==> src/rtl/sgpr_pkg.sv <==
// Shared types, constants and helpers for the scaled glyph pixel renderer.
// No dependencies; used by sgpr_div_stage and the core top level.
package sgpr_pkg;

    localparam int FONT_BYTES    = 16384;
    localparam int FONT_AW       = $clog2(FONT_BYTES);
    localparam int MAX_GLYPH_DIM = 32;
    localparam int MAX_CELL_DIM  = 64;

    // dividend / quotient width of the scaling divider, and steps per stage
    localparam int DIV_W     = 12;
    localparam int DIV_STEPS = 4;

    localparam logic [9:0] SPACE_CODE = 10'h020;

    typedef enum logic [2:0] {
        CFG_GLYPH_WIDTH  = 3'd0,
        CFG_GLYPH_HEIGHT = 3'd1,
        CFG_GLYPH_COUNT  = 3'd2,
        CFG_DEST_WIDTH   = 3'd3,
        CFG_DEST_HEIGHT  = 3'd4,
        CFG_WINDOW_WIDTH = 3'd5,
        CFG_FORE_COLOR   = 3'd6,
        CFG_BACK_COLOR   = 3'd7
    } cfg_index_t;

    typedef enum logic {
        KIND_LOAD = 1'b0,
        KIND_DRAW = 1'b1
    } item_kind_t;

    // restoring divider state: partial remainder and dividend/quotient shifter
    typedef struct packed {
        logic [5:0]       rem;
        logic [DIV_W-1:0] nq;
    } div_state_t;

    function automatic logic [5:0] clamp_glyph(input logic [5:0] v);
        logic [5:0] r;
        if (v == 6'd0) begin
            r = 6'd1;
        end else if (v > 6'(MAX_GLYPH_DIM)) begin
            r = 6'(MAX_GLYPH_DIM);
        end else begin
            r = v;
        end
        return r;
    endfunction

    function automatic logic [6:0] clamp_cell(input logic [6:0] v);
        logic [6:0] r;
        if (v == 7'd0) begin
            r = 7'd1;
        end else if (v > 7'(MAX_CELL_DIM)) begin
            r = 7'(MAX_CELL_DIM);
        end else begin
            r = v;
        end
        return r;
    endfunction

endpackage

==> src/rtl/sgpr_div_stage.sv <==
// Four restoring-division steps of the nearest-neighbour scaling divider.
// Depends on sgpr_pkg (div_state_t, DIV_W, DIV_STEPS).
module sgpr_div_stage (
    input  sgpr_pkg::div_state_t st_i,
    input  logic [6:0]           divisor,
    output sgpr_pkg::div_state_t st_o
);

    always_comb begin
        sgpr_pkg::div_state_t s;
        logic [6:0] t;
        s = st_i;
        t = '0;
        for (int i = 0; i < sgpr_pkg::DIV_STEPS; i++) begin
            t = {s.rem, s.nq[sgpr_pkg::DIV_W-1]};
            if (t >= divisor) begin
                s.rem = 6'(t - divisor);
                s.nq  = {s.nq[sgpr_pkg::DIV_W-2:0], 1'b1};
            end else begin
                s.rem = t[5:0];
                s.nq  = {s.nq[sgpr_pkg::DIV_W-2:0], 1'b0};
            end
        end
        st_o = s;
    end

endmodule

==> config.mk <==
export PLATFORM = sky130hd
export DESIGN_NAME = sgpr_div_stage
export DESIGN_NICKNAME = d
export VERILOG_FILES = /design/src/rtl/sgpr_pkg.sv /design/src/rtl/sgpr_div_stage.sv
export SDC_FILE = /design/constraint.sdc
export NUM_CORES = 1
export LEC_CHECK = 0
export ABC_AREA = 1
export BUFFER_PORTS_ARGS = -buffer_cell sky130_fd_sc_hd__clkbuf_2
export CAP_MARGIN = 0
export CORE_UTILIZATION = 40
export DETAILED_ROUTE_END_ITERATION = 7
export SYNTH_ARGS = -nofsm -noshare
export SYNTH_HDL_FRONTEND = slang
export SYNTH_SLANG_ARGS = --single-unit
export TNS_END_PERCENT = 20
==> constraint.sdc <==
create_clock -name vclk -period 6
set_input_delay 0.6 -clock vclk [all_inputs]
set_output_delay 0.6 -clock vclk [all_outputs]
set_load 0.05 [all_outputs]
Yosys cells after proc, flatten, opt, wreduce, memory -nomap -nowiden
Index checks and enable logic that the tools add are counted.
{ "totals": {"inputBits": 25, "memories": 0, "latch_bits": 0, "output_inout_bits": 18, "mem_bits_ro": 0, "ramBits": 0, "register_bits": 0} }
{ "classes": {"magnitude_cmp": 4, "n_shift": 0, "bitwise_logic": 0, "div_mod_pow": 0, "addsub": 4, "n_mux": 4, "n_eq_ne": 0, "multipliers": 0, "n_reduce_logical": 0} }
{ "op_table": {"columns": ["op", "n"], "rows": [
  ["$mux W18", 4],
  ["$ge A7 B7 Y1", 4],
  ["$sub A6 B6 Y6", 4]
]} }

Depth between registers and ports, before layout
{ "depth": {"word_depth": 8, "depth_mapped": 35} }

Worst setup path after synthesis
Ideal clock, no wire load.
{ "synth_timing": {"path_type": "input -> output", "from": "input port divisor[2]", "to": "output port st_o[12] (netlist name)", "cell_stages": 31, "slack_ns": -1.241, "arrival_time_ns": 6.641, "path_buffers": 0, "cell_sequence": "inv_1 -> ha_1 -> a21oi_1 -> nand3_1 -> nand2_1 -> nand2_4 -> o21ai_1 -> inv_1 -> ha_1 -> nand2_1 -> nand2_1 -> a21oi_2 -> nand3b_4 -> o21ai_2 -> inv_1 -> ha_1 -> nand2_1 -> o21ai_2 -> nand2_1 -> nand3_1 -> nor2_4 -> inv_2 -> nand2_1 -> and2_1 -> ha_1 -> nand3_1 -> nand2_1 -> nand4_1 -> nand3_1 -> inv_2 -> o21ai_0"} }
{ "synth_lines": {"columns": ["element", "line_no", "source"], "rows": [
  ["start: declaration", "sgpr_div_stage.sv:5", "input logic [6:0] divisor,"],
  ["end: declaration", "sgpr_div_stage.sv:6", "output sgpr_pkg::div_state_t st_o"]
]} }

==> results.json <==
{
  "tightestPinTransition_ns": 0.296,
  "cp_slowest_stage_delay_ns": 0.37,
  "drv_cap": 0,
  "hp-class": "in2out",
  "fin_crit_ns": 6.01,
  "viasPerCell": 5.35,
  "dieArea_sq_um": 4030,
  "cts_hold_buffers": 0,
  "fmax_mhz": 166,
  "syn_nets": 293,
  "finalSetupViolations": 2,
  "rows": 21,
  "dp_hpwl_mm": 3.53,
  "dr.pass1.iters": 4,
  "antenna_found_initial": 0,
  "final_cell_area_sq_um": 2940,
  "fin_nets": 386,
  "status": "complete, but fails checks",
  "die_x_um": 63.4,
  "cp-end-kind": "output pin",
  "dp_slack_ns": -0.212,
  "violations": "setup timing",
  "drt_wl_total_mm": 6.49,
  "gp_congestion": 0.899,
  "die_h_um": 63.4,
  "final_cell_mix": "buf_4 (66), nand2_1 (33), nand2_2 (23)",
  "ys_types": 33,
  "final_common_cell": "buf_4",
  "worstPathArrival_ns": 5.41,
  "yosysSeqAreaShare": 0,
  "worst_slack_ns": -0.0115,
  "grt_start_max_net_pins": 9,
  "synth_area_sq_um": 1510,
  "drt_iter0_drc": 132,
  "syn_avg_cell_area_sq_um": 6.40,
  "ant_nets": 0,
  "drc_errors": 0,
  "hold_violations": 0,
  "clock_buffers": 0,
  "fin_hold_ws_ns": 1.20,
  "netlist_instances": 236,
  "drive_gt1_frac": 0.670,
  "wire_per_inst_um": 17.4,
  "num_vias": 1996,
  "area_delta_synth_final_pct": 94.9,
  "cp_common_cell": "nand2_1",
  "critPathKind": "in2out",
  "layout_worst_path_cycle_share": 1.00,
  "placed_cell_area_sq_um": 2180,
  "antenna_cells": 0,
  "crit_family": "simple AND/OR/NAND/NOR gates",
  "initial_core_util": 0.435,
  "seqCellArea_sq_um": 0,
  "yosysWarningCount": 0,
  "start_kind": "primary input",
  "cp_slowest_cell": "fa_2",
  "core_area_sq_um": 3470,
  "overflow": 0,
  "drv_slew": 0,
  "grt_pass1_wl_mm": 7.43,
  "grt_pass1_vias": 1647,
  "cp_max_fo": 8,
  "ios": 43,
  "worst_ep_required_time_ns": 5.40,
  "slew_headroom": 0.802,
  "port_buffers": 27,
  "seq_cells": 0,
  "track_usage": 0.230,
  "cp.buffers_inverters": 7
}
-- stage by stage --
step,setup TNS (ns),std cells,utilization
after global routing,-1.65,373,0.848
after detailed placement,-1.10,352,0.628
after floorplan,0,236,-
after CTS,0,357,0.697
after global placement,-0.702,352,0.628
final,-0.0133,373,0.848
-- synthesized netlist by cell type, types with 3 or more instances --
library cell | instances | area share
nand2_1 | 66 | 0.16
inv_1 | 33 | 0.082
ha_1 | 28 | 0.23
nand3_1 | 21 | 0.070
a21oi_1 | 11 | 0.036
xor2_1 | 9 | 0.052
buf_4 | 8 | 0.040
and2_1 | 5 | 0.021
o21ai_0 | 5 | 0.017
xnor2_1 | 5 | 0.029
fa_1 | 4 | 0.053
inv_2 | 4 | 0.0099
a21o_1 | 3 | 0.015
a31oi_1 | 3 | 0.012
nand3_2 | 3 | 0.020
nand4_1 | 3 | 0.012
nor2_1 | 3 | 0.0075
-- cell type report --
class                           instances  area [sq um]
Tap cell                               46          57.6
Fill cell                             193           526
Timing Repair Buffer                   99           777
Inverter                               37           159
Multi-Input combinational cell        191          1950
-- what timing repair did --
action	in CTS	in global routing
setup endpoints to repair	6	7
endpoints found under the hold margin	0	0
pin swaps	12	47
gates resized for setup	40	91
cloned	0	0
buffers inserted	5	16
-- cells by family (layout without fill, tap and decap cells) --
logic type / after synthesis / count (layout) / synth area share
adders and majority gates: 32 / 32 / 0.285
xor gates and xnor gates: 14 / 14 / 0.0812
buffers and inverters: 45 / 136 / 0.132
and+or+nand+nor: 115 / 115 / 0.380
AOI/OAI and AO/OA: 30 / 30 / 0.122
-- worst paths after layout --
| check | start | to | cells past startpoint |
|---|---|---|---|
| max | st_i[11] | st_o[12] | 32 |
| min | st_i[7] | st_o[11] | 0 |
-- per-layer routing --
metal | GRT usage | vias to the layer above | part of all wire
met3 | 0.0109 | 17 | 0.041
met2 | 0.388 | 74 | 0.52
met4 | 0.0114 | 0 | 0.020
met5 | 0 | - | 0
li1 | - | 951 | -
met1 | 0.334 | 954 | 0.42
Power is left out: the tool's default activity adds up to more than one toggle a clock period on the data nets, which glitch-free logic cannot reach.
